===== src/hw/rtl/hkrb_pkg.sv =====
// Shared types, codes and constants of the keyboard report builder.
// No dependencies; imported by every other module of the block.
`timescale 1ns / 1ps

package hkrb_pkg;

  // Report layout: two halves of 40 bytes each in one store.
  localparam int unsigned REPORT_BYTES = 40;
  localparam int unsigned MEM_DEPTH    = 2 * REPORT_BYTES;
  localparam int unsigned ADDR_W       = $clog2(MEM_DEPTH);
  localparam int unsigned IDX_W        = 6;
  localparam int unsigned CNT_W        = 3;

  localparam logic [IDX_W-1:0] MOD_BYTE   = IDX_W'(0);
  localparam logic [IDX_W-1:0] SLOT_BASE  = IDX_W'(2);
  localparam logic [IDX_W-1:0] BMP_BASE   = IDX_W'(8);
  localparam logic [IDX_W-1:0] LAST_BYTE  = IDX_W'(REPORT_BYTES - 1);
  localparam logic [CNT_W-1:0] BOOT_SLOTS = CNT_W'(6);
  localparam logic [CNT_W-1:0] ROLL_LAST  = CNT_W'(5);
  localparam logic [7:0]       ROLL_VALUE = 8'h01;
  // Usage codes 0xE0..0xE7 share this upper five-bit prefix.
  localparam logic [4:0]       MOD_PREFIX = 5'b11100;

  // Input actions.
  localparam logic [2:0] ACT_START = 3'd0;
  localparam logic [2:0] ACT_KEY   = 3'd1;
  localparam logic [2:0] ACT_CONS  = 3'd2;
  localparam logic [2:0] ACT_FIN   = 3'd3;
  localparam logic [2:0] ACT_OUT   = 3'd4;

  // Result kinds.
  localparam logic [1:0] KIND_BYTE = 2'd0;
  localparam logic [1:0] KIND_CONS = 2'd1;
  localparam logic [1:0] KIND_WAKE = 2'd2;

  // Configuration register indexes.
  localparam logic CFG_MODE    = 1'b0;
  localparam logic CFG_DISABLE = 1'b1;

  typedef enum logic [2:0] {
    ST_IDLE,
    ST_KEY_BMP,
    ST_KEY_MOD,
    ST_KEY_SLOT,
    ST_KEY_ROLL,
    ST_OUT_BYTE,
    ST_OUT_CONS,
    ST_WAKE
  } state_t;

  // Request from the sequencer to the report store.
  typedef struct packed {
    logic              rd_en;
    logic [ADDR_W-1:0] rd_addr;
    logic              wr_en;
    logic [ADDR_W-1:0] wr_addr;
    logic [7:0]        wr_data;
    logic              clr_en;
    logic              clr_half;
  } mem_req_t;

  function automatic logic [ADDR_W-1:0] mem_addr(input logic half,
                                                 input logic [IDX_W-1:0] idx);
    logic [ADDR_W-1:0] base;
    base = half ? ADDR_W'(REPORT_BYTES) : ADDR_W'(0);
    return base + ADDR_W'(idx);
  endfunction

endpackage


===== src/hw/rtl/hkrb_mem.sv =====
// Report store: 80 x 8 synchronous memory with registered read.
// Per-entry valid bits give the all-zero reset and the half clear.
// Depends on hkrb_pkg.
`timescale 1ns / 1ps

module hkrb_mem (
  input  logic              clk,
  input  logic              rst,
  input  hkrb_pkg::mem_req_t req,
  output logic [7:0]        rd_data
);
  import hkrb_pkg::*;

  logic [7:0]           mem [MEM_DEPTH];
  logic [MEM_DEPTH-1:0] valid;

  always_ff @(posedge clk) begin
    if (rst) begin
      valid <= '0;
    end else begin
      if (req.clr_en) begin
        for (int i = 0; i < int'(MEM_DEPTH); i++) begin
          if ((i >= int'(REPORT_BYTES)) == req.clr_half) begin
            valid[i] <= 1'b0;
          end
        end
      end
      if (req.wr_en) begin
        valid[req.wr_addr] <= 1'b1;
      end
    end
  end

  always_ff @(posedge clk) begin
    if (req.wr_en) begin
      mem[req.wr_addr] <= req.wr_data;
    end
  end

  // An entry that was never written since its last clear reads as zero.
  always_ff @(posedge clk) begin
    if (req.rd_en) begin
      rd_data <= valid[req.rd_addr] ? mem[req.rd_addr] : 8'h00;
    end
  end

endmodule


===== src/hw/rtl/hkrb_seq.sv =====
// Sequencer: decodes items, runs read-modify-write steps on the report store
// and streams reports through the output register. Depends on hkrb_pkg.
`timescale 1ns / 1ps

module hkrb_seq (
  input  logic               clk,
  input  logic               rst,
  input  logic               cfg_we,
  input  logic               cfg_index,
  input  logic               cfg_data,
  input  logic               s_tvalid,
  output logic               s_tready,
  input  logic [23:0]        s_tdata,
  input  logic [2:0]         s_tuser,
  output logic               m_tvalid,
  input  logic               m_tready,
  output logic [23:0]        m_tdata,
  output logic [1:0]         m_tuser,
  output logic               m_tlast,
  output hkrb_pkg::mem_req_t req,
  input  logic [7:0]         rd_data
);
  import hkrb_pkg::*;

  state_t                   state, state_next;
  logic [7:0]               key, key_next;
  logic [CNT_W-1:0]         slot_cnt, slot_cnt_next;
  logic [CNT_W-1:0]         roll, roll_next;
  logic [IDX_W-1:0]         idx, idx_next;
  logic                     front, front_next;
  logic                     pending, pending_next;
  logic [15:0]              consumer, consumer_next;
  logic                     cfg_mode, cfg_dis;
  logic                     out_valid_next, out_last_next;
  logic [1:0]               out_kind_next;
  logic [IDX_W-1:0]         out_idx, out_idx_next;
  logic [15:0]              out_value, out_value_next;
  logic                     out_free;
  logic [15:0]              in_code;
  logic                     in_susp, in_ready;

  assign in_code  = s_tdata[15:0];
  assign in_susp  = s_tdata[16];
  assign in_ready = s_tdata[17];
  assign out_free = !m_tvalid || m_tready;
  assign s_tready = (state == ST_IDLE);
  assign m_tdata  = {2'b00, out_value, out_idx};

  always_ff @(posedge clk) begin
    if (rst) begin
      cfg_mode <= 1'b0;
      cfg_dis  <= 1'b0;
    end else if (cfg_we) begin
      case (cfg_index)
        CFG_MODE:    cfg_mode <= cfg_data;
        CFG_DISABLE: cfg_dis  <= cfg_data;
        default:     ;
      endcase
    end
  end

  always_ff @(posedge clk) begin
    if (rst) begin
      state    <= ST_IDLE;
      slot_cnt <= '0;
      front    <= 1'b0;
      pending  <= 1'b0;
      consumer <= '0;
      m_tvalid <= 1'b0;
    end else begin
      state    <= state_next;
      slot_cnt <= slot_cnt_next;
      front    <= front_next;
      pending  <= pending_next;
      consumer <= consumer_next;
      m_tvalid <= out_valid_next;
    end
  end

  always_ff @(posedge clk) begin
    key       <= key_next;
    roll      <= roll_next;
    idx       <= idx_next;
    m_tuser   <= out_kind_next;
    m_tlast   <= out_last_next;
    out_idx   <= out_idx_next;
    out_value <= out_value_next;
  end

  always_comb begin
    state_next     = state;
    key_next       = key;
    slot_cnt_next  = slot_cnt;
    roll_next      = roll;
    idx_next       = idx;
    front_next     = front;
    pending_next   = pending;
    consumer_next  = consumer;
    out_valid_next = m_tvalid && !m_tready;
    out_kind_next  = m_tuser;
    out_last_next  = m_tlast;
    out_idx_next   = out_idx;
    out_value_next = out_value;
    req            = '0;

    case (state)
      ST_IDLE: begin
        if (s_tvalid) begin
          case (s_tuser)
            ACT_START: begin
              req.clr_en    = 1'b1;
              req.clr_half  = !front;
              consumer_next = '0;
            end
            ACT_KEY: begin
              key_next    = in_code[7:0];
              req.rd_en   = 1'b1;
              req.rd_addr = mem_addr(!front, BMP_BASE + IDX_W'(in_code[7:3]));
              state_next  = ST_KEY_BMP;
            end
            ACT_CONS: begin
              consumer_next = in_code;
            end
            ACT_FIN: begin
              front_next    = !front;
              pending_next  = (slot_cnt != '0);
              slot_cnt_next = '0;
            end
            ACT_OUT: begin
              if (!(cfg_mode || cfg_dis)) begin
                if (in_susp && pending) begin
                  state_next = ST_WAKE;
                end else if (in_ready) begin
                  idx_next    = '0;
                  req.rd_en   = 1'b1;
                  req.rd_addr = mem_addr(front, MOD_BYTE);
                  state_next  = ST_OUT_BYTE;
                end
              end
            end
            default: ;
          endcase
        end
      end

      ST_KEY_BMP: begin
        req.wr_en   = 1'b1;
        req.wr_addr = mem_addr(!front, BMP_BASE + IDX_W'(key[7:3]));
        req.wr_data = rd_data | (8'h01 << key[2:0]);
        if (key[7:3] == MOD_PREFIX) begin
          req.rd_en   = 1'b1;
          req.rd_addr = mem_addr(!front, MOD_BYTE);
          state_next  = ST_KEY_MOD;
        end else if (slot_cnt < BOOT_SLOTS) begin
          state_next = ST_KEY_SLOT;
        end else begin
          roll_next  = '0;
          state_next = ST_KEY_ROLL;
        end
      end

      ST_KEY_MOD: begin
        req.wr_en   = 1'b1;
        req.wr_addr = mem_addr(!front, MOD_BYTE);
        req.wr_data = rd_data | (8'h01 << key[2:0]);
        state_next  = ST_IDLE;
      end

      ST_KEY_SLOT: begin
        req.wr_en     = 1'b1;
        req.wr_addr   = mem_addr(!front, SLOT_BASE + IDX_W'(slot_cnt));
        req.wr_data   = key;
        slot_cnt_next = slot_cnt + CNT_W'(1);
        state_next    = ST_IDLE;
      end

      // Rollover marks all six boot key bytes, one write per cycle.
      ST_KEY_ROLL: begin
        req.wr_en   = 1'b1;
        req.wr_addr = mem_addr(!front, SLOT_BASE + IDX_W'(roll));
        req.wr_data = ROLL_VALUE;
        if (roll == ROLL_LAST) begin
          state_next = ST_IDLE;
        end else begin
          roll_next = roll + CNT_W'(1);
        end
      end

      // rd_data holds byte idx until the output register can take it;
      // the read of the next byte is issued in the same cycle as the load.
      ST_OUT_BYTE: begin
        if (out_free) begin
          out_valid_next = 1'b1;
          out_kind_next  = KIND_BYTE;
          out_last_next  = 1'b0;
          out_idx_next   = idx;
          out_value_next = {8'h00, rd_data};
          if (idx == LAST_BYTE) begin
            state_next = ST_OUT_CONS;
          end else begin
            idx_next    = idx + IDX_W'(1);
            req.rd_en   = 1'b1;
            req.rd_addr = mem_addr(front, idx + IDX_W'(1));
          end
        end
      end

      ST_OUT_CONS: begin
        if (out_free) begin
          out_valid_next = 1'b1;
          out_kind_next  = KIND_CONS;
          out_last_next  = 1'b1;
          out_idx_next   = '0;
          out_value_next = consumer;
          state_next     = ST_IDLE;
        end
      end

      ST_WAKE: begin
        if (out_free) begin
          out_valid_next = 1'b1;
          out_kind_next  = KIND_WAKE;
          out_last_next  = 1'b1;
          out_idx_next   = '0;
          out_value_next = '0;
          state_next     = ST_IDLE;
        end
      end

      default: begin
        state_next = ST_IDLE;
      end
    endcase
  end

endmodule


===== src/hw/rtl/hid_keyboard_report_builder.sv =====
// Keyboard report builder. Output tick: one beat per cycle without backpressure;
// 41 beats for a report, a single beat for a wakeup. Key press: a read-modify-write
// of the bitmap byte, then of the modifier byte, or a write of a free key slot, or on
// rollover (one store write per byte). Start, consumer, finalize and suppressed output
// ticks complete in the idle state. Reset is synchronous; store valid bits clear at once, no clearing pass.
`timescale 1ns / 1ps

module hid_keyboard_report_builder (
  input  logic        clk,
  input  logic        rst,
  input  logic        cfg_we,
  input  logic        cfg_index,
  input  logic        cfg_data,
  input  logic        s_tvalid,
  output logic        s_tready,
  input  logic [23:0] s_tdata,   // code[15:0], host_suspended[16], host_ready[17]
  input  logic [2:0]  s_tuser,   // action[2:0]
  output logic        m_tvalid,
  input  logic        m_tready,
  output logic [23:0] m_tdata,   // byte_index[5:0], value[21:6]
  output logic [1:0]  m_tuser,   // kind[1:0]
  output logic        m_tlast
);
  import hkrb_pkg::*;

  mem_req_t   req;
  logic [7:0] rd_data;

  hkrb_mem u_mem (
    .clk     (clk),
    .rst     (rst),
    .req     (req),
    .rd_data (rd_data)
  );

  hkrb_seq u_seq (
    .clk       (clk),
    .rst       (rst),
    .cfg_we    (cfg_we),
    .cfg_index (cfg_index),
    .cfg_data  (cfg_data),
    .s_tvalid  (s_tvalid),
    .s_tready  (s_tready),
    .s_tdata   (s_tdata),
    .s_tuser   (s_tuser),
    .m_tvalid  (m_tvalid),
    .m_tready  (m_tready),
    .m_tdata   (m_tdata),
    .m_tuser   (m_tuser),
    .m_tlast   (m_tlast),
    .req       (req),
    .rd_data   (rd_data)
  );

`ifndef SYNTHESIS
  // Consumer and wakeup beats always close an output tick.
  a_tail_last: assert property (@(posedge clk) disable iff (rst)
    m_tvalid && (m_tuser == KIND_CONS || m_tuser == KIND_WAKE) |-> m_tlast)
    else $error("consumer or wakeup beat without last");

  // Report bytes are never last and stay inside the report.
  a_byte_range: assert property (@(posedge clk) disable iff (rst)
    m_tvalid && m_tuser == KIND_BYTE |-> !m_tlast && m_tdata[5:0] <= LAST_BYTE)
    else $error("report byte beat out of range or marked last");

  // An accepted key press always leaves the idle state to update the store, which drops s_tready.
  a_key_busy: assert property (@(posedge clk) disable iff (rst)
    s_tvalid && s_tready && s_tuser == ACT_KEY |=> !s_tready)
    else $error("input accepted during key press update");
`endif

endmodule

===== config.mk =====
export PLATFORM = sky130hd
export DESIGN_NAME = hid_keyboard_report_builder
export DESIGN_NICKNAME = d
export VERILOG_FILES = /design/src/hw/rtl/hkrb_pkg.sv /design/src/hw/rtl/hkrb_mem.sv /design/src/hw/rtl/hkrb_seq.sv /design/src/hw/rtl/hid_keyboard_report_builder.sv
export SDC_FILE = /design/constraint.sdc
export NUM_CORES = 1
export LEC_CHECK = 0
export ABC_AREA = 1
export BUFFER_PORTS_ARGS = -buffer_cell sky130_fd_sc_hd__buf_4
export CAP_MARGIN = 5
export CELL_PAD_IN_SITES_DETAIL_PLACEMENT = 1
export CELL_PAD_IN_SITES_GLOBAL_PLACEMENT = 1
export CORE_MARGIN = 2
export CORE_UTILIZATION = 25
export DETAILED_ROUTE_END_ITERATION = 12
export HOLD_SLACK_MARGIN = 0.02
export MAX_ROUTING_LAYER = met4
export PLACE_DENSITY_LB_ADDON = 0.3
export SLEW_MARGIN = 5
export SYNTH_ARGS = -nofsm -noshare
export SYNTH_HDL_FRONTEND = slang
export SYNTH_SLANG_ARGS = --single-unit

===== constraint.sdc =====
create_clock -name clk -period 4.64 [get_ports clk]
set_input_delay 0.928 -clock clk [delete_from_list [all_inputs] [get_ports clk]]
set_output_delay 0.928 -clock clk [all_outputs]
set_load 0.01 [all_outputs]

## After elaboration in Yosys (flattened, before gate mapping)

Memories as Yosys holds them, arrays and structs flattened. A register that Yosys moved wholly into a read port is not among the register bits.
Index checks and enable logic that the tools add are counted.

- Register bits after elaboration: 149
- Latch bits: 0
- Bits in writable memories: 640
- Memory bits (read-only): 0
- Input port bits: 34
- Output and inout bits: 29
- Word-level logic and storage cells: 250
- Memories: 1

- Add/subtract/negate cells: 12
- Multipliers: 0
- Divide/modulo/power cells: 0
- Magnitude comparators: 4
- Equality and inequality tests: 33
- Shift operators: 1
- Muxes and demuxes: 148
- Bitwise gates (word level): 3
- Reduce and logical (&&, ||, !) cells: 32

Memories:

| name | depth | bits a word | read ports | clocked after Yosys merged registers in | write ports | RTL line | source |
|---|---|---|---|---|---|---|---|
| u_mem.mem | 80 | 8 | 1 | 1 | 1 | hkrb_mem.sv:14 | `logic [7:0] mem [MEM_DEPTH];` |

Operators by type and width:

| kind | count |
|---|---|
| $mux 80 | 3 |
| $mux 1 | 88 |
| $or 80x80->80 | 1 |
| $mux 6 | 11 |
| $pmux 16 s4 | 1 |
| $mux 8 | 7 |
| $mux 16 | 3 |
| $pmux 16 s3 | 1 |
| $mux 3 | 15 |
| $pmux 16 s2 | 1 |
| $pmux 6 s2 | 2 |
| $pmux 8 s3 | 1 |
| $add 7x6->7 | 3 |
| $eq 3x3->1 const B | 6 |
| $ne 2x1->1 const B | 9 |
| $pmux 3 s2 | 3 |
| $pmux 3 s6 | 1 |
| $lt 7x8->1 const B | 2 |
| $pmux 8 s2 | 1 |
| $reduce_and 8->1 | 2 |
| $reduce_and 3->1 | 5 |
| $add 6x6->7 | 2 |
| $ne 2x2->1 const B | 7 |
| $add 4x5->6 const A | 2 |
| other kinds (30) | 56 |

## Depth between registers and ports, before layout

Gate-level depths: netlist of the first run.

- Depth after elaboration: 10
- Gate-level depth with buffers: 19
- Gate-level depth less buffers: 17

## Modules after synthesis

A second synthesis of the first run with hierarchy kept.

- Cell total of the unflattened synthesis: 3313
- Area total of the unflattened synthesis: 34002.6 µm²

By module, submodules not included:

| module | instances | cells each | area each (µm²) | sequential area each (µm²) |
|---|---|---|---|---|
| hkrb_mem | 1 | 2868 | 30325.3 | 21060.2 |
| hkrb_seq | 1 | 445 | 3677.3 | 1801.7 |

## Worst setup path after synthesis of the first run

OpenSTA, ideal clock, no wires.

- Path kind: flip-flop to flip-flop
- From: reg u_seq.state[0]
- To: mem u_mem.mem[0][1] (data pin)
- Library setup time: 826 ps
- Arrival time: 4150 ps
- Data required time: 3814 ps
- Setup slack: -336 ps
- Cell stages (with the launch flop): 5
- Path buffers: 0
- Clock period less this slack: 4976 ps
- Cells stage by stage: dfxtp_1 nand2_1 nor2_1 inv_1 o21ai_0

RTL lines:

| element | RTL line | source |
|---|---|---|
| from (decl) | hkrb_seq.sv:25 | `state_t state, state_next;` |
| from (signal assigned) | hkrb_seq.sv:71 | `state <= state_next;` |
| to (decl) | hkrb_mem.sv:14 |  |

## Worst setup path in the final report of the first run

- From: reg u_seq.state[0]
- To: mem u_mem.mem[22][4], enable pin

- Word-level cells in the longest chain between the ends: 4
- Elaborated cells on any way between the ends: 7
- Those cells by class: 4 x eq/ne; 3 x mux

Ends and longest elaborated chain:

| element | RTL line | source |
|---|---|---|
| $eq 3x3->1 (tied with other cells) | hkrb_seq.sv:106 | `case (state)` |
| $pmux 16 s4 (*) | hkrb_seq.sv:106 |  |
| $mux 1 | hkrb_mem.sv:35 | `if (req.wr_en) begin` |
| $mux 1 (implied by the code) | hkrb_mem.sv:36 | `mem[req.wr_addr] <= req.wr_data;` |

Every way passes the cells marked *; elsewhere a longest branch is shown, timed or not.

==> impl_metrics.json, run 1 <==
{
  "status": "complete, no violations",
  "required_ps": 4970,
  "htree_levels": 3,
  "ant_nets": 0,
  "fp.dieH_um": 377,
  "grt_max_degree": 100,
  "finalSetupViolations": 0,
  "hold_start": "u_seq.consumer[13]",
  "cts_resized": 0,
  "power.density_mw_per_mm2": 499,
  "hold_path.class": "flip-flop to flip-flop",
  "vias": 24300,
  "wl_met2_mm": 50.9,
  "p_total_mw": 20.7,
  "place_congestion": 0.798,
  "area_growth_pct": 19.1,
  "cap_violations": 0,
  "hpwl_mm": 65.3,
  "r2r_start": "u_seq.state[0]",
  "tightest_slew_ps": 1250,
  "grt_pass1_wl_mm": 161,
  "critPathKind": "flip-flop to flip-flop",
  "top_layer": "met4",
  "rsz0062_at_grt": "no",
  "path_clk_slew_ps": 60,
  "cts_buffers": 95,
  "io_pins": 63,
  "grtUsageTotal_pct": 15.5,
  "critPathSlowestCell": "clkinv_1",
  "drt-total-wl_mm": 107,
  "fin_nets": 3512,
  "ys_seq_elements": 797,
  "synth-edff-count": 690,
  "syn-cell-area_mm2": 0.0348,
  "crit_arrival_ps": 4060,
  "dr.pass1.iters": 5,
  "seqCellArea_mm2": 0.0229,
  "syn_avg_cell_area_um2": 10.4,
  "design.die.area_mm2": 0.142,
  "antenna_found_initial": 0,
  "vias_per_cell": 4.55,
  "n_fill_cell": 15400,
  "cp_slowest_stage_delay_ps": 760,
  "start_util_pct": 25.3,
  "die_w_um": 377,
  "async_flop_share_pct": 0,
  "path_cells": "nand2_2 > nor2_1 > inv_1 > nor2_1 > nor2_1 > inv_1 > nand2_1 > nor2_1 > clkinv_1 > buf_4 > nor2_1 > buf_4",
  "p_leak_nw": 15.6,
  "drv_slew": 0,
  "crit_family": "buffers and inverters",
  "drc": 0,
  "ys.flop_type": "edfxtp_1",
  "row_count": 136,
  "routedWlPerCell_um": 20.1,
  "cp_max_fo": 9,
  "irDropWorstVdd_mv": 0.331,
  "hold_violations": 0,
  "coreArea_mm2": 0.138,
  "timing.critical_path.mode_cell": "nor2_1",
  "cts_root_buf": "clkbuf_16",
  "wl_met1_mm": 50.0,
  "drive_gt1_share_pct": 13.7,
  "finalCriticalPeriod_ps": 3730,
  "setup.worst_path.end_class": "flip-flop",
  "yosysWarnings": 0,
  "grt-ovfl-total": 0,
  "clk_latency_ps": 660,
  "multiInputGateArea_mm2": 0.00945,
  "fmaxAchievable_ghz": 0.268,
  "hold_buffers": 0,
  "syn_inst": 3332,
  "slew_headroom_pct": 16.4,
  "synthDistinctLibCells": 49,
  "clock-sinks": 797,
  "crit_buf_inv": 5,
  "drt_iter0_markers": 1653,
  "crit_path_start_kind": "flip-flop",
  "setup_tns_ps": 0,
  "ys_seq_area_share_pct": 65.8,
  "period_share_pct": 80.5,
  "post-cts-setup-buffers": 0,
  "port_buffers": 54,
  "skew_ps": 27.4,
  "clockBufferDepth": 3,
  "grt_pass1_vias": 24700,
  "startpoint": "u_seq.state[0]",
  "dr_wl_met3_mm": 4.06,
  "cts_tree": "yes"
}
-- path summary, 6_finish.rpt --
check,end,slack (ps),depth (start not counted)
max,u_mem.mem[22][4],910,12
max reg2reg,u_mem.mem[22][4],910,12
min,u_seq.consumer[13],460,2
min reg2reg,u_seq.consumer[13],460,2
-- power by group --
part	internal, mW	switching (mW)	leakage (nW)	total, mW
Clock	4.87	3.02	1.64	7.89
Combinational	0.984	2.77	6.74	3.76
Sequential	8.86	0.168	7.22	9.03
-- cells by family (layout without fill, tap and decap cells) --
family,Yosys count,in the layout,share of synthesized area [%]
other,1,3,0.0108
DFF,797,797,65.8
and+or+nand+nor,1560,1560,20.4
buffers and inverters,632,844,7.52
AOI/OAI and AO/OA,320,320,5.60
xor gates and xnor gates,7,7,0.176
adders and majority gates,15,15,0.540
-- cells in the final DEF (no fill, tap or decap), drive strengths merged --
| master | n |
|---|---|
| a211o | 1 |
| a211oi | 10 |
| a21oi | 117 |
| a221oi | 1 |
| a22o | 3 |
| a22oi | 2 |
| a31o | 1 |
| a31oi | 5 |
| a41oi | 1 |
| buf | 214 |
| bufinv | 14 |
| clkbuf | 135 |
| clkinv | 38 |
| clkinvlp | 2 |
| conb | 2 |
| dfxtp | 107 |
| diode | 1 |
| edfxtp | 690 |
| ha | 15 |
| inv | 441 |
| nand2 | 553 |
| nand3 | 521 |
| nand3b | 70 |
| nand4 | 4 |
| nor2 | 302 |
| nor3 | 25 |
| nor4 | 1 |
| o211ai | 64 |
| o21a | 2 |
| o21ai | 83 |
| o221ai | 18 |
| o22ai | 4 |
| o31ai | 8 |
| or2 | 84 |
| xnor2 | 2 |
| xor2 | 5 |
-- area by class of cell --
type	count	share of cell area (%)
diodes	1	0.00604
clock buffers	135	6.60
clock inverters	44	1.44
inverters	451	4.11
multi-input cells	1904	22.8
flip-flops and latches	797	55.2
well taps	1794	5.42
repair buffers	214	4.42
-- worst min-delay path: cells and delay by family (launching register included) --
family | cells | cell delay, ps
compound gates | 1 | 60
buf+inv | 1 | 60
flops | 1 | 300
-- Yosys cell counts, types with 22 or more instances --
| cell | number | share of area [%] |
|---|---|---|
| a21oi_1 | 115 | 1.7 |
| nand3b_1 | 70 | 1.5 |
| or2_2 | 84 | 1.5 |
| dfxtp_1 | 107 | 6.2 |
| edfxtp_1 | 690 | 60 |
| o21ai_0 | 72 | 1.0 |
| nand3_1 | 520 | 7.5 |
| o211ai_1 | 64 | 1.4 |
| nor3_1 | 22 | 0.32 |
| nand2_1 | 550 | 5.9 |
| buf_2 | 93 | 1.3 |
| nor2_1 | 298 | 3.2 |
| clkbuf_1 | 53 | 0.57 |
| inv_1 | 433 | 4.7 |
-- stage by stage --
step | cells | worst slack [ps] | cell area (um2) | hold slack [ps] | utilization [%]
final | 5340 | 905 | 41400 | 464 | 30.1
after global routing | 5339 | 580 | 41400 | 462 | 30.1
after CTS | 5339 | 858 | 41400 | 441 | 30.1
after detailed placement | 5160 | 443 | 38100 | 459 | 27.7
after global placement | 5160 | 463 | 38100 | 449 | 27.7
after floorplan | 3333 | -336 | 34800 | 437 | -
-- sequential cells by signal, indices dropped and copies added (netlist names) --
name,count
u_mem.mem,640
u_mem.valid,80
u_seq.consumer,16
u_seq.out_value,16
u_mem.rd_data,8
u_seq.key,8
u_seq.idx,6
u_seq.out_idx,6
u_seq.roll,3
u_seq.slot_cnt,3
u_seq.state,3
u_seq.m_tuser,2
u_seq.cfg_dis,1
u_seq.cfg_mode,1
u_seq.front,1
u_seq.m_tlast,1
u_seq.m_tvalid,1
u_seq.pending,1
-- layer usage --
| metal | global-route usage [%] | vias to the layer above |
|---|---|---|
| met5 | - | - |
| met4 | 4.26 | 0 |
| met3 | 1.80 | 134 |
| met2 | 25.1 | 408 |
| met1 | 20.6 | 12200 |
| li1 | - | 11600 |
Power figures use the tool's default switching activity.
==> inputs of run 2 (changes only) <==
==> constraint.sdc (replaced) <==
create_clock -name clk -period 3.4 [get_ports clk]
set_input_delay 0.68 -clock clk [delete_from_list [all_inputs] [get_ports clk]]
set_output_delay 0.68 -clock clk [all_outputs]
set_load 0.01 [all_outputs]
==> impl_metrics.json, run 2 (same netlist as run 1, synthesis figures left out) <==
{
  "status": "complete, no violations",
  "slew_headroom_pct": 42.6,
  "cp_max_fo": 21,
  "area_growth_pct": 19.8,
  "die_w_um": 377,
  "r2r_start": "u_seq.idx[0]",
  "regMostFlops": "u_mem.mem",
  "clockBufferDepth": 3,
  "htree_levels": 3,
  "hold_violations": 0,
  "crit_arrival_ps": 3670,
  "routedWlPerCell_um": 19.6,
  "place_congestion": 0.809,
  "vias_per_cell": 4.57,
  "drt_iter0_markers": 1549,
  "drt-total-wl_mm": 106,
  "start_util_pct": 25.3,
  "rrSetupSlack_ps": 150,
  "critPathKind": "flip-flop to flip-flop",
  "fmaxAchievable_ghz": 0.308,
  "layout_commonest_cell": "edfxtp_1",
  "grt_max_degree": 81,
  "io_pins": 63,
  "setup.worst_path.end_class": "flip-flop",
  "drv_slew": 0,
  "required_ps": 3820,
  "drive_gt1_share_pct": 14.4,
  "vias": 24500,
  "path_clk_slew_ps": 60,
  "final_cell_mix": "edfxtp_1 (690), nand2_1 (547), nand3_1 (520)",
  "ant_nets": 0,
  "coreArea_mm2": 0.138,
  "period_share_pct": 95.6,
  "placed_area_mm2": 0.0387,
  "dr.pass1.iters": 5,
  "antenna_found_initial": 0,
  "cts_tree": "yes",
  "grtUsageTotal_pct": 15.2,
  "port_buffers": 54,
  "drc": 0,
  "hold_buffers": 0,
  "row_count": 136,
  "grt_pass1_wl_mm": 159,
  "largest_reg_flops": 640,
  "antenna_cells": 0,
  "irDropWorstVdd_mv": 0.381,
  "finish.instance_area_mm2": 0.0417,
  "design.die.area_mm2": 0.142,
  "r2r_cells": 17,
  "skew_ps": 28.1,
  "tightest_slew_ps": 858,
  "hold_path.class": "input port to flip-flop",
  "crit_path_end": "u_mem.rd_data[3]",
  "cap_violations": 0,
  "clk_latency_ps": 680,
  "power.density_mw_per_mm2": 651,
  "rsz0062_at_grt": "no",
  "crit_path_start_kind": "flip-flop",
  "largest_registers": "u_mem.mem x640, u_mem.valid x80",
  "cts_root_buf": "clkbuf_16",
  "grt_pass1_vias": 24900,
  "p_total_mw": 27.1,
  "cts_buffers": 91,
  "finalSetupViolations": 0,
  "clock-sinks": 797,
  "p_leak_nw": 15.7,
  "fin_nets": 3549,
  "fp.dieH_um": 377,
  "r2r-end": "u_mem.rd_data[3]",
  "grt-ovfl-total": 0,
  "hpwl_mm": 65.9,
  "startpoint": "u_seq.idx[0]",
  "finalCriticalPeriod_ps": 3250
}
## run 2: changes by cell type in the layout (fill, tap and decap cells not counted), sizes merged
cell	change
buf	+41
bufinv	-11
clkbuf	-10
clkinv	+11
clkinvlp	-1
diode	-1
inv	+2
## run 2: cell type report
| type | instances | area, um2 |
|---|---|---|
| inverters | 451 | 1700 |
| multi-input cells | 1904 | 9460 |
| repair buffers | 255 | 2510 |
| clock buffers | 125 | 2500 |
| clock inverters | 45 | 375 |
| well taps | 1794 | 2240 |
| fillers | 15400 | 96000 |
| flip-flops and latches | 797 | 22900 |
## run 2: metal layers
layer  vias up  wire length [um]  GRT usage, %
met3       157              4200          1.96
met2       456             47800          23.7
met4         0              3220          5.25
li1      11600                 -             -
met1     12300             50200          20.4
met5         -                 0             -
## run 2: where the power goes
group          switching [mW]  leakage [nW]  total [mW]  internal [mW]
Combinational            3.73          7.07        5.25           1.52
Clock                    4.14          1.42        9.55           5.41
Sequential              0.223          7.22        12.3           12.1
## run 2: worst max-delay path: stages, from the launching register on
cell	delay, ps
edfxtp_1	440
ha_1	280
nand2_1	80
nor2_1	40
nand2_1	140
nand4_4	200
nand2_8	190
buf_12	200
buf_12	150
o21ai_0	80
nand2_1	70
nand3_1	160
nand3_1	140
nand3_1	190
nand3_1	280
nand3_1	180
nand2_1	90
nor2_1	40
## run 2: metrics by stage
step | instances | util (%) | setup WS [ps] | TNS [ps] | hold slack (ps)
global route | 5371 | 30.3 | 5.56 | 0 | 195
floorplan | 3333 | - | -717 | -114750 | 437
detailed placement | 5199 | 28.1 | 73.6 | 0 | 454
CTS | 5369 | 30.2 | 142 | 0 | 167
global placement | 5199 | 28.1 | 70.9 | 0 | 449
finish | 5371 | 30.3 | 150 | 0 | 213
## run 2: how the worst min path moves through the flow
stage | from | endpoint | slack (ps) | depth (start not counted)
6_report | s_tdata[6] | u_seq.key[6] | 210 | 1
5_1_grt | s_tdata[6] | u_seq.key[6] | 200 | 1
4_1_cts | s_tdata[6] | u_seq.key[6] | 170 | 1
3_5_place_dp | u_mem.valid[0] | u_mem.valid[0] | 450 | 2
3_3_place_gp | u_seq.consumer[13] | u_seq.consumer[13] | 450 | 2
2_1_floorplan | u_seq.consumer[10] | u_seq.consumer[10] | 440 | 2
## run 2: timing repair
| action | CTS | global route |
|---|---|---|
| buffers inserted | 0 | 2 |
| endpoints found under the setup margin | 0 | 83 |
| gates resized for setup | 0 | 9 |
==> inputs of run 3 (changes only) <==
--- a/config.mk
+++ b/config.mk
@@ -5,7 +5,6 @@
 export SDC_FILE = /design/constraint.sdc
 export NUM_CORES = 1
 export LEC_CHECK = 0
-export ABC_AREA = 1
 export BUFFER_PORTS_ARGS = -buffer_cell sky130_fd_sc_hd__buf_4
 export CAP_MARGIN = 5
 export CELL_PAD_IN_SITES_DETAIL_PLACEMENT = 1
==> impl_metrics.json, run 3 <==
{
  "ys_seq_elements": 797,
  "grt_max_degree": 81,
  "grt_pass1_wl_mm": 160,
  "cts_tree": "yes",
  "synth.top_cell.area_share_pct": 63.2,
  "slew_headroom_pct": 26.5,
  "clockBufferDepth": 3,
  "drive_gt1_share_pct": 22.7,
  "cap_violations": 0,
  "dr.pass1.iters": 5,
  "tightest_slew_ps": 1100,
  "synthXorXnorAreaFrac_pct": 0.267,
  "yosysWarnings": 0,
  "synth_top_family_by_area": "simple AND/OR/NAND/NOR gates",
  "cts_buffers": 91,
  "antenna_found_initial": 1,
  "fp.dieH_um": 366,
  "ant_nets": 0,
  "crit_arrival_ps": 3790,
  "ys.flop_type": "edfxtp_1",
  "netlist_top_cells_count": "edfxtp_1 (690), nand2_1 (570), nor2_1 (215)",
  "period_share_pct": 99.8,
  "drc": 0,
  "finish.instance_area_mm2": 0.0419,
  "n_fill_cell": 14100,
  "p_total_mw": 29.5,
  "fin_nets": 3100,
  "critPathKind": "flip-flop to flip-flop",
  "irDropWorstVdd_mv": 0.472,
  "hpwl_mm": 71.7,
  "clk_latency_ps": 660,
  "hold_depth": 1,
  "area_growth_pct": 27.6,
  "drt_iter0_markers": 1762,
  "routedWlPerCell_um": 22.3,
  "synth_most_common_cell": "edfxtp_1",
  "largest_reg_flops": 640,
  "rrSetupSlack_ps": 6,
  "hold_ws_ps": 236,
  "vias_per_cell": 4.73,
  "syn_avg_cell_area_um2": 12.3,
  "synthSimpleGateAreaFrac_pct": 15.5,
  "synth_area_leaders": "edfxtp_1 (63%), dfxtp_1 (6.5%), nand2_1 (6.5%)",
  "final_cell_mix": "edfxtp_1 (690), nand2_1 (566), buf_4 (387)",
  "skew_ps": 18.9,
  "fmaxAchievable_ghz": 0.295,
  "drv_slew": 0,
  "coreArea_mm2": 0.130,
  "synthMuxAreaShare_pct": 2.53,
  "ys_seq_area_share_pct": 69.7,
  "finalCriticalPeriod_ps": 3390,
  "regMostFlops": "u_mem.mem",
  "place_congestion": 0.837,
  "setup.worst_path.end_class": "flip-flop",
  "largest_registers": "u_mem.mem x640, u_mem.valid x80",
  "cp_max_fo": 6,
  "grtUsageTotal_pct": 16.4,
  "synth_compound_gate_area_share_pct": 8.71,
  "r2r_cells": 13,
  "grt_pass1_vias": 23900,
  "syn_inst": 2674,
  "port_buffers": 54,
  "die_w_um": 366,
  "synth_fa_ha_area_share_pct": 0.572,
  "rsz0062_at_grt": "yes",
  "crit_path_start_kind": "flip-flop",
  "required_ps": 3800,
  "vias": 23000,
  "synthDistinctLibCells": 84,
  "finalSetupViolations": 0,
  "p_leak_nw": 14.7,
  "path_clk_slew_ps": 60,
  "placed_area_mm2": 0.0382,
  "status": "complete, no violations",
  "start_util_pct": 25.3,
  "async_flop_share_pct": 0,
  "htree_levels": 3,
  "power.density_mw_per_mm2": 704,
  "row_count": 132,
  "hold_path.class": "input port to flip-flop",
  "drt-total-wl_mm": 109,
  "hold_violations": 0,
  "cts_root_buf": "clkbuf_16",
  "layout_commonest_cell": "edfxtp_1",
  "clock-sinks": 797,
  "io_pins": 63,
  "design.die.area_mm2": 0.134,
  "synth_top_cell_by_area": "edfxtp_1",
  "synth-edff-count": 690,
  "syn-cell-area_mm2": 0.0328,
  "grt-ovfl-total": 0
}
-- run 3: worst max-delay path, cell delays in order, from the launching register on --
cell and delay [ps]:
edfxtp_1 390, buf_6 140, or3b_4 370, buf_6 130, o2111ai_4 260, nand2_8 120, buf_12 150, buf_16 140
buf_6 120, nor3_4 300, a32oi_1 90, nand4_1 270, a311oi_4 200, o41a_1 440
-- run 3: cell type report --
| type | count | area, um2 | share of cell area [%] |
|---|---|---|---|
| Sequential cell | 797 | 22900 | 54.6 |
| Inverter | 21 | 82.6 | 0.197 |
| Clock buffer | 132 | 2620 | 6.25 |
| Timing Repair Buffer | 461 | 4230 | 10.1 |
| Tap cell | 1742 | 2180 | 5.21 |
| Antenna cell | 1 | 2.50 | 0.00598 |
| Clock inverter | 36 | 265 | 0.634 |
| Multi-Input combinational cell | 1679 | 9620 | 23.0 |
-- run 3: routing by layer --
| layer | GRT usage (%) | routed length [um] |
|---|---|---|
| met1 | 21.1 | 50000 |
| met3 | 2.39 | 4090 |
| met2 | 26.5 | 51800 |
| met5 | - | 0 |
| met4 | 4.86 | 2710 |
-- run 3: kinds of logic (layout without fill, tap and decap cells) --
kind of cell,count (synthesis),in the layout
buffers and inverters,199,650
AND/OR/NAND/NOR,1152,1152
other,1,3
flip-flops,797,797
multiplexers,80,80
adder cells (fa/ha/maj),15,15
AO/OA/AOI/OAI,420,420
XOR/XNOR,10,10
-- run 3: what timing repair did --
item                                    in CTS  in global routing
endpoints found under the setup margin      15                298
gates resized for setup                     88                 37
setup buffers                               25                  2
pin swaps                                   49                 29
gates cloned                                 3                  0
hold buffers                                 0                  0
-- run 3: power breakdown --
part           internal, mW  leakage [nW]  switching [mW]
registers              12.3          7.20           0.212
clock network          5.55          1.41            4.00
logic                  2.45          6.09            4.92
-- run 3: final timing paths --
| check | from | endpoint |
|---|---|---|
| worst max-delay path | u_seq.idx[3] | u_mem.rd_data[4] |
| worst min-delay path | s_tdata[1] | u_seq.key[1] |
| worst max register to register | u_seq.idx[3] | u_mem.rd_data[4] |
| worst min register to register | u_seq.consumer[12] | u_seq.consumer[12] |
-- run 3: stage by stage --
stage                     setup TNS (ps)  util [%]  instances  setup slack [ps]
after floorplan                  -415310         -       2675              -742
after global placement             -5830      29.4       4675              -843
after detailed placement           -4970      29.4       4676              -755
after CTS                          -74.6      32.1       4867             -19.8
after global routing                -959      32.2       4869              -127
final                                  0      32.2       4869              5.77
